## config.mk

```make
export PLATFORM = sky130hd
export DESIGN_NAME = rolling_zscore_pair_signal_top
export DESIGN_NICKNAME = d
export VERILOG_FILES = /design/src/hdl/rzps_pkg.sv /design/src/hdl/rolling_zscore_pair_signal_top.sv
export SDC_FILE = /design/constraint.sdc
export NUM_CORES = 2
export LEC_CHECK = 0
export BUFFER_PORTS_ARGS = -buffer_cell sky130_fd_sc_hd__buf_2
export CAP_MARGIN = 20
export CORE_MARGIN = 4
export CORE_UTILIZATION = 40
export CTS_CLUSTER_DIAMETER = 120
export DETAILED_ROUTE_END_ITERATION = 16
export PLACE_DENSITY = 0.52
export SLEW_MARGIN = 20
export SYNTH_ARGS = -nofsm -noshare
export SYNTH_HDL_FRONTEND = slang
export SYNTH_SLANG_ARGS = --single-unit
```

## constraint.sdc

```tcl
create_clock -name clk -period 14.4 [get_ports clk]
set_clock_uncertainty 0.2 [all_clocks]
set_input_delay 3.6 -clock clk [delete_from_list [all_inputs] [get_ports clk]]
set_output_delay 3.6 -clock clk [all_outputs]
set_load 0.02 [all_outputs]
```

## src/hdl/rzps_pkg.sv

```systemverilog
package rzps_pkg;

	localparam int PRICE_BITS = 24;
	localparam int WINDOW     = 8;

	localparam int THR_W    = 12;
	localparam int SIG_W    = 3;
	localparam int SPREAD_W = PRICE_BITS + 1;
	localparam int SQ_W     = 2 * PRICE_BITS;
	localparam int SLOT_W   = $clog2(WINDOW);
	localparam int FILL_W   = $clog2(WINDOW + 1);
	localparam int SUM_W    = SPREAD_W + $clog2(WINDOW);
	localparam int Q_W      = SQ_W + $clog2(WINDOW);
	localparam int D_W      = SUM_W + 1;
	localparam int DM_W     = SUM_W;
	localparam int NQ_W     = Q_W + $clog2(WINDOW);
	localparam int DEV_W    = NQ_W;
	localparam int DLO_W    = (DEV_W + 1) / 2;
	localparam int DHI_W    = DEV_W - DLO_W;
	localparam int T2_W     = 2 * THR_W;
	localparam int TH_W     = DEV_W + T2_W;
	localparam int LHS_W    = 2 * DM_W + 16;
	localparam int MUL_W0   = (DM_W > DLO_W) ? DM_W : DLO_W;
	localparam int MUL_W    = (MUL_W0 > T2_W) ? MUL_W0 : T2_W;
	localparam int PROD_W   = 2 * MUL_W;

	localparam logic [SIG_W-1:0] SIG_WARMING = 3'd0;
	localparam logic [SIG_W-1:0] SIG_ABOVE   = 3'd1;
	localparam logic [SIG_W-1:0] SIG_BELOW   = 3'd2;
	localparam logic [SIG_W-1:0] SIG_CLOSE   = 3'd3;
	localparam logic [SIG_W-1:0] SIG_NONE    = 3'd4;

	localparam logic REG_ENTER = 1'b0;
	localparam logic REG_EXIT  = 1'b1;

	localparam logic [THR_W-1:0] ENTER_RESET = 12'd256;
	localparam logic [THR_W-1:0] EXIT_RESET  = 12'd205;

	typedef enum logic [12:0] {
		ST_IDLE = 13'h0001,
		ST_X2   = 13'h0002,
		ST_OLD2 = 13'h0004,
		ST_S2   = 13'h0008,
		ST_D2   = 13'h0010,
		ST_TE   = 13'h0020,
		ST_TX   = 13'h0040,
		ST_ELO  = 13'h0080,
		ST_EHI  = 13'h0100,
		ST_XLO  = 13'h0200,
		ST_XHI  = 13'h0400,
		ST_CMP  = 13'h0800,
		ST_DONE = 13'h1000
	} state_t;

endpackage

```

## src/hdl/rolling_zscore_pair_signal_top.sv

```systemverilog
// One item is in work at a time: in_ready is high only in ST_IDLE, and a stalled result holds the FSM in ST_DONE.
// With a full window the FSM runs through every product state; while warming it goes from ST_OLD2 to ST_DONE.
// A single shared 28x28 multiplier forms the ten products in turn with a full window.
// Reset (arst_n low, asynchronous): window empty, sums zero, thresholds 1.0 and 205/256.
// Window contents are not cleared; a slot's read value is used only after the slot has been written.
module rolling_zscore_pair_signal_top (
	input  logic                             clk,
	input  logic                             arst_n,
	input  logic                             in_valid,
	output logic                             in_ready,
	input  logic [rzps_pkg::PRICE_BITS-1:0]  price_a,
	input  logic [rzps_pkg::PRICE_BITS-1:0]  price_b,
	output logic                             out_valid,
	input  logic                             out_ready,
	output logic [rzps_pkg::SIG_W-1:0]       signal,
	output logic signed [rzps_pkg::SPREAD_W-1:0] spread,
	input  logic                             cfg_valid,
	output logic                             cfg_ready,
	input  logic                             cfg_index,
	input  logic [rzps_pkg::THR_W-1:0]       cfg_data
);
	import rzps_pkg::*;

	state_t state_q;

	logic signed [SPREAD_W-1:0] window_mem [WINDOW];

	logic [SLOT_W-1:0]          slot_q;
	logic [FILL_W-1:0]          fill_q;
	logic signed [SUM_W-1:0]    sum_q;
	logic [Q_W-1:0]             sqsum_q;
	logic [THR_W-1:0]           enter_q;
	logic [THR_W-1:0]           exit_q;

	logic signed [SPREAD_W-1:0] x_q;
	logic signed [SPREAD_W-1:0] old_q;
	logic signed [D_W-1:0]      d_q;
	logic [SQ_W-1:0]            x2_q;
	logic [SQ_W-1:0]            o2_q;
	logic [DEV_W-1:0]           dev_q;
	logic [LHS_W-1:0]           lhs_q;
	logic [T2_W-1:0]            t2e_q;
	logic [T2_W-1:0]            t2x_q;
	logic [TH_W-1:0]            acc_q;
	logic [TH_W-1:0]            te_q;
	logic [PROD_W-1:0]          prod_q;
	logic [SIG_W-1:0]           sig_q;

	logic                       out_valid_q;
	logic [SIG_W-1:0]           signal_q;
	logic signed [SPREAD_W-1:0] spread_q;

	logic [MUL_W-1:0]           mul_a;
	logic [MUL_W-1:0]           mul_b;
	logic [PROD_W-1:0]          prod_c;

	logic [SPREAD_W-1:0]        xm;
	logic [SPREAD_W-1:0]        om;
	logic [SUM_W-1:0]           sm;
	logic [D_W-1:0]             dm;
	logic [NQ_W-1:0]            nq;
	logic [NQ_W-1:0]            s2;
	logic [TH_W-1:0]            lhs_ext;
	logic [TH_W-1:0]            tx;
	logic                       warming;
	logic                       in_beat;

	assign in_ready  = (state_q == ST_IDLE);
	assign in_beat   = in_valid && in_ready;
	assign cfg_ready = 1'b1;
	assign out_valid = out_valid_q;
	assign signal    = signal_q;
	assign spread    = spread_q;

	assign warming = (fill_q < FILL_W'(WINDOW));

	assign xm = x_q[SPREAD_W-1] ? -x_q : x_q;
	assign om = old_q[SPREAD_W-1] ? -old_q : old_q;
	assign sm = sum_q[SUM_W-1] ? -sum_q : sum_q;
	assign dm = d_q[D_W-1] ? -d_q : d_q;

	assign nq      = NQ_W'(sqsum_q) * NQ_W'(WINDOW);
	assign s2      = prod_q[NQ_W-1:0];
	assign lhs_ext = TH_W'(lhs_q);
	assign tx      = acc_q + (TH_W'(prod_q[DHI_W+T2_W-1:0]) << DLO_W);

	always_comb begin
		mul_a = '0;
		mul_b = '0;
		unique case (state_q)
			ST_X2: begin
				mul_a = MUL_W'(xm);
				mul_b = MUL_W'(xm);
			end
			ST_OLD2: begin
				mul_a = MUL_W'(om);
				mul_b = MUL_W'(om);
			end
			ST_S2: begin
				mul_a = MUL_W'(sm);
				mul_b = MUL_W'(sm);
			end
			ST_D2: begin
				mul_a = MUL_W'(dm[DM_W-1:0]);
				mul_b = MUL_W'(dm[DM_W-1:0]);
			end
			ST_TE: begin
				mul_a = MUL_W'(enter_q);
				mul_b = MUL_W'(enter_q);
			end
			ST_TX: begin
				mul_a = MUL_W'(exit_q);
				mul_b = MUL_W'(exit_q);
			end
			ST_ELO: begin
				mul_a = MUL_W'(dev_q[DLO_W-1:0]);
				mul_b = MUL_W'(t2e_q);
			end
			ST_EHI: begin
				mul_a = MUL_W'(dev_q[DEV_W-1:DLO_W]);
				mul_b = MUL_W'(t2e_q);
			end
			ST_XLO: begin
				mul_a = MUL_W'(dev_q[DLO_W-1:0]);
				mul_b = MUL_W'(t2x_q);
			end
			ST_XHI: begin
				mul_a = MUL_W'(dev_q[DEV_W-1:DLO_W]);
				mul_b = MUL_W'(t2x_q);
			end
			default: begin
				mul_a = '0;
				mul_b = '0;
			end
		endcase
	end

	assign prod_c = mul_a * mul_b;

	always_ff @(posedge clk) begin
		prod_q <= prod_c;
	end

	// window ring: registered read at accept, write at commit
	always_ff @(posedge clk) begin
		if (in_beat) begin
			old_q <= window_mem[slot_q];
		end
		if ((state_q == ST_CMP) || (state_q == ST_OLD2 && warming)) begin
			window_mem[slot_q] <= x_q;
		end
	end

	always_ff @(posedge clk) begin
		unique case (state_q)
			ST_IDLE: begin
				if (in_beat) begin
					x_q <= SPREAD_W'($signed({1'b0, price_a})) - SPREAD_W'($signed({1'b0, price_b}));
				end
			end
			ST_X2: begin
				d_q <= D_W'(x_q) * D_W'(WINDOW) - D_W'(sum_q);
			end
			ST_OLD2: begin
				x2_q <= prod_q[SQ_W-1:0];
				if (warming) begin
					sig_q <= SIG_WARMING;
				end
			end
			ST_S2: begin
				o2_q <= prod_q[SQ_W-1:0];
			end
			ST_D2: begin
				dev_q <= (nq >= s2) ? (nq - s2) : '0;
			end
			ST_TE: begin
				lhs_q <= {prod_q[2*DM_W-1:0], 16'b0};
			end
			ST_TX: begin
				t2e_q <= prod_q[T2_W-1:0];
			end
			ST_ELO: begin
				t2x_q <= prod_q[T2_W-1:0];
			end
			ST_EHI: begin
				acc_q <= TH_W'(prod_q[DLO_W+T2_W-1:0]);
			end
			ST_XLO: begin
				te_q <= acc_q + (TH_W'(prod_q[DHI_W+T2_W-1:0]) << DLO_W);
			end
			ST_XHI: begin
				acc_q <= TH_W'(prod_q[DLO_W+T2_W-1:0]);
			end
			ST_CMP: begin
				priority if (!d_q[D_W-1] && (d_q != '0) && (te_q < lhs_ext)) begin
					sig_q <= SIG_ABOVE;
				end else if (d_q[D_W-1] && (te_q < lhs_ext)) begin
					sig_q <= SIG_BELOW;
				end else if (lhs_ext < tx) begin
					sig_q <= SIG_CLOSE;
				end else begin
					sig_q <= SIG_NONE;
				end
			end
			default: begin
			end
		endcase
	end

	always_ff @(posedge clk or negedge arst_n) begin
		if (!arst_n) begin
			state_q     <= ST_IDLE;
			slot_q      <= '0;
			fill_q      <= '0;
			sum_q       <= '0;
			sqsum_q     <= '0;
			enter_q     <= ENTER_RESET;
			exit_q      <= EXIT_RESET;
			out_valid_q <= 1'b0;
		end else begin
			if (cfg_valid && cfg_ready) begin
				unique case (cfg_index)
					REG_ENTER: enter_q <= cfg_data;
					REG_EXIT:  exit_q  <= cfg_data;
				endcase
			end
			if (state_q == ST_DONE) begin
				if (!out_valid_q || out_ready) begin
					out_valid_q <= 1'b1;
				end
			end else if (out_valid_q && out_ready) begin
				out_valid_q <= 1'b0;
			end
			unique case (state_q)
				ST_IDLE: begin
					if (in_beat) begin
						state_q <= ST_X2;
					end
				end
				ST_X2:  state_q <= ST_OLD2;
				ST_OLD2: begin
					if (warming) begin
						sum_q   <= sum_q + SUM_W'(x_q);
						sqsum_q <= sqsum_q + Q_W'(prod_q[SQ_W-1:0]);
						fill_q  <= fill_q + 1'b1;
						slot_q  <= (slot_q == SLOT_W'(WINDOW - 1)) ? '0 : slot_q + 1'b1;
						state_q <= ST_DONE;
					end else begin
						state_q <= ST_S2;
					end
				end
				ST_S2:  state_q <= ST_D2;
				ST_D2:  state_q <= ST_TE;
				ST_TE:  state_q <= ST_TX;
				ST_TX:  state_q <= ST_ELO;
				ST_ELO: state_q <= ST_EHI;
				ST_EHI: state_q <= ST_XLO;
				ST_XLO: state_q <= ST_XHI;
				ST_XHI: state_q <= ST_CMP;
				ST_CMP: begin
					sum_q   <= sum_q + SUM_W'(x_q) - SUM_W'(old_q);
					sqsum_q <= sqsum_q + Q_W'(x2_q) - Q_W'(o2_q);
					slot_q  <= (slot_q == SLOT_W'(WINDOW - 1)) ? '0 : slot_q + 1'b1;
					state_q <= ST_DONE;
				end
				ST_DONE: begin
					if (!out_valid_q || out_ready) begin
						state_q <= ST_IDLE;
					end
				end
				default: state_q <= ST_IDLE;
			endcase
		end
	end

	always_ff @(posedge clk) begin
		if (state_q == ST_DONE && (!out_valid_q || out_ready)) begin
			signal_q <= sig_q;
			spread_q <= x_q;
		end
	end

endmodule

```

==> metrics list <==
* Critical path arrival: 12.16 ns
- Maximum achievable frequency: 0.08542 GHz
- Setup repair after global routing left no endpoint under its margin.
* Maximum number of pins on one net before global-route repair: 72
- Pleak: 36.97 nW
- Internal power: 7.124 mW
* Avg Vias per Cell: 5.555
* Period utilisation layout: 0.8129
- After clock tree synthesis, the repair step resized 0 gates.
- Final hold violation count: 0
* Number of maximum-capacitance violations: 0
- Hold repair after CTS inserted 0 buffers.
- Layout Area Growth over Synthesis: 9.639%
- The run finished with clean final reports.
- Dividing total power by cell area gives a power density of 158.5 nW/um^2.
- At the later pin of the worst-skew pair, clock insertion delay measures 0.74 ns.
- Number of port buffers: 95
* Type of origin of the critical path: register
- For this run, the share of the core covered by cells in the final layout is 0.4410.
* Top post-synthesis cells by area: sky130_fd_sc_hd__edfxtp_1 (27%), sky130_fd_sc_hd__fa_1 (19%), sky130_fd_sc_hd__ha_1 (10%)
* Gate count after technology mapping: 7608
- Standard cell core area: 187600 sq um
- By instance count, the cell type seen most on the critical path is sky130_fd_sc_hd__fa_1.
* Area of the mapped netlist: 75450 sq um
* Clock-pin slew of the registers on the worst-case setup and hold paths: 0.06 ns
- The max-slew violation total from the final report is 0.
- Sequential share of power: 0.264
- Least setup slack across all paths after layout: 2.694 ns
- Antenna violations before repair: 11
- Of the total power, combinational logic draws 0.546.
- Number of top-level design ports: 97
- Violation count after the first detailed-route iteration: 4659
- The die is 442.3 um tall.
- Top library cells by usage in the layout, fill and taps aside: sky130_fd_sc_hd__inv_1 (1353), sky130_fd_sc_hd__fa_1 (727), sky130_fd_sc_hd__edfxtp_1 (677), sky130_fd_sc_hd__nor2_1 (669), sky130_fd_sc_hd__ha_1 (607)
- The floorplan step defined a die boundary enclosing 195600 sq um.
- For this run, the number of Yosys warnings is 0.
- The share of total power dissipated in the clock network is 0.190.
- The floorplan step set the die width to 442.3 um.
- At the pin with the least slew margin, the transition time is 1.228 ns.
- For this run, the total global-route usage over all layers was measured as 0.2574.
* Crit path max fanout: 21
- Data on the critical path is required at its endpoint by 14.86 ns.
* Number of post-CTS setup repair buffers: 0
- In the synthesized netlist the dominant register cell turns out to be sky130_fd_sc_hd__edfxtp_1.
* Via total after detailed routing: 57179
* Largest stage delay on the critical path: 0.98 ns
* Type of the setup path with the least slack: register to register
- Standard-cell row count: 159
- Aggregate global routing overflow: 0
* Clock tree from TritonCTS: done
* Share of the synthesized area in the top cell type: 0.2694
- Synthesis inferred 857 register bits.
- EDFF count, synth: 677
- Post-synth top area cell: sky130_fd_sc_hd__edfxtp_1
* Fraction of layout cells with a size suffix above 1: 0.07414
* Per-cell routed wire length: 24.72 um
* Count of cell types in the netlist: 97
- HPWL Detailed: 188700 um
- CTS saw 857 sinks.
* Total Power Consumption: 13.11 mW
- Cts bufs inserted: 97
- Post-layout net count: 9113
- Number of remaining DRC errors: 0
- For this run, the register share of the synthesized area comes to 0.3255.
* Min-delay worst type: register to register
- The number of global-route vias before repair came to 57839.
- Prior to clock tree synthesis, the placed netlist has a worst setup slack of 2.831 ns.
* Maximum vdd ir drop: 0.1127 mV
- Wire length of the first global-routing pass: 378900 um
- Final setup violation count: 0
- Placer's final routability congestion estimate: 0.9170
* Share of synthesized flip-flops with an asynchronous set or reset: 0.1447
- Most common library cell in the layout ignoring fill and taps: sky130_fd_sc_hd__inv_1
- Switching part of the total: 0.4567
- The clock period could shrink to 11.71 ns.
* Number of detailed-routing iterations run before antenna repair: 6
- The cell sitting at the root of the clock tree is a sky130_fd_sc_hd__clkbuf_16.
- Wires add up to 254500 um.
- For the final routed database, the setup TNS stands at 0 ns.
* Initial Util: 0.4022
* Routed Antenna Nets: 0
- Worst setup EP type: register
* Syn nets: 9008
* Cell at the slowest stage of the critical path: sky130_fd_sc_hd__a221o_1
- Tightest slew margin relative to the limit: 0.1816
- The clock tree synthesis step divided the H-tree into 3 levels.
- A synthesized cell averages 9.918 sq um.
- The clock passes through at most 3 buffers.
- Switching pwr: 5.988 mW
power groups by stage:
stage	logic (mW)	registers [mW]	clock network (mW)
2_1_floorplan	4.82	3.43	0
3_3_place_gp	7.00	3.50	0
3_5_place_dp	7.06	3.51	0
4_1_cts	7.10	3.46	2.56
5_1_grt	7.87	3.49	2.66
6_report	7.15	3.46	2.49
final timing paths:
kind / from / endpoint / slack (ns) / cells after the start
min in group asynchronous: arst_n / sum_q[18] / 2.64 / 1
max in group asynchronous: arst_n / sum_q[2] / 10.11 / 2
max: state_q[12] / prod_q[53] / 2.69 / 34
min reg2reg: sig_q[0] / signal[0] / 0.22 / 0
min: sig_q[0] / signal[0] / 0.22 / 0
max reg2reg: state_q[12] / prod_q[53] / 2.69 / 34
stage by stage:
stage                     cell area [sq um]  cells  hold slack (ns)
after detailed placement              79550  10109           0.2061
after global placement                79540  10109           0.2067
after floorplan                       75450   7608           0.1855
after global routing                  82720  10291           0.2291
after CTS                             82710  10291           0.2204
final                                 82730  10294           0.2203
metal layers:
metal	track usage	wire length, um
met5	0	10
met4	0.1010	11710
met3	0.03883	15960
met2	0.4255	119300
met1	0.3406	107500
critical path, delay by kind of cell, from the launching register on:
| family | cells | cell delay [ns] |
|---|---|---|
| compound gates | 12 | 3.71 |
| fa+ha+maj | 8 | 4.07 |
| flops | 1 | 0.41 |
| simple gates | 7 | 2.36 |
| buf+inv | 6 | 0.70 |
| xor+xnor | 1 | 0.14 |
cells by family after synthesis:
kind of cell | after synthesis | share of synthesized area
xor+xnor | 404 | 0.04690
buf+inv | 1620 | 0.08208
mux | 57 | 0.007993
other cells | 1 | 0.00004970
simple gates | 1888 | 0.1149
compound gates | 1447 | 0.1290
flops | 857 | 0.3255
fa+ha+maj | 1334 | 0.2935
sequential cells by signal, indices dropped and copies added, names as in the netlist, 51 cells and up:
register / count
te_q: 62
dev_q: 54
sqsum_q: 51
lhs_q: 56
acc_q: 51
window_mem: 200
prod_q: 56
area by class of cell:
class,instances,area [sq um]
Clock inverter,68,641.9
Multi-Input combinational cell,5131,45000
Fill cell,18089,104900
Clock buffer,114,2522
Antenna cell,3,7.507
Inverter,1361,5109
Tap cell,2495,3122
Timing Repair Buffer,265,1762
Sequential cell,857,24560
cell usage after synthesis, drive strengths merged (44+ instances only):
| library cell | count |
|---|---|
| o21ai | 261 |
| nand2 | 574 |
| and3 | 44 |
| fa | 727 |
| dfrtp | 117 |
| a211oi | 60 |
| a221oi | 44 |
| o21bai | 44 |
| xnor2 | 270 |
| clkbuf | 202 |
| edfxtp | 677 |
| nor2 | 676 |
| a21oi | 382 |
| nor2b | 48 |
| nand4 | 88 |
| nor3 | 75 |
| o21a | 54 |
| buf | 57 |
| dfxtp | 56 |
| nand3 | 71 |
| nand2b | 104 |
| xor2 | 134 |
| and2 | 54 |
| inv | 1359 |
| ha | 607 |
| a21o | 173 |
| a22oi | 123 |
No activity file was read; power rests on OpenSTA's default activity.
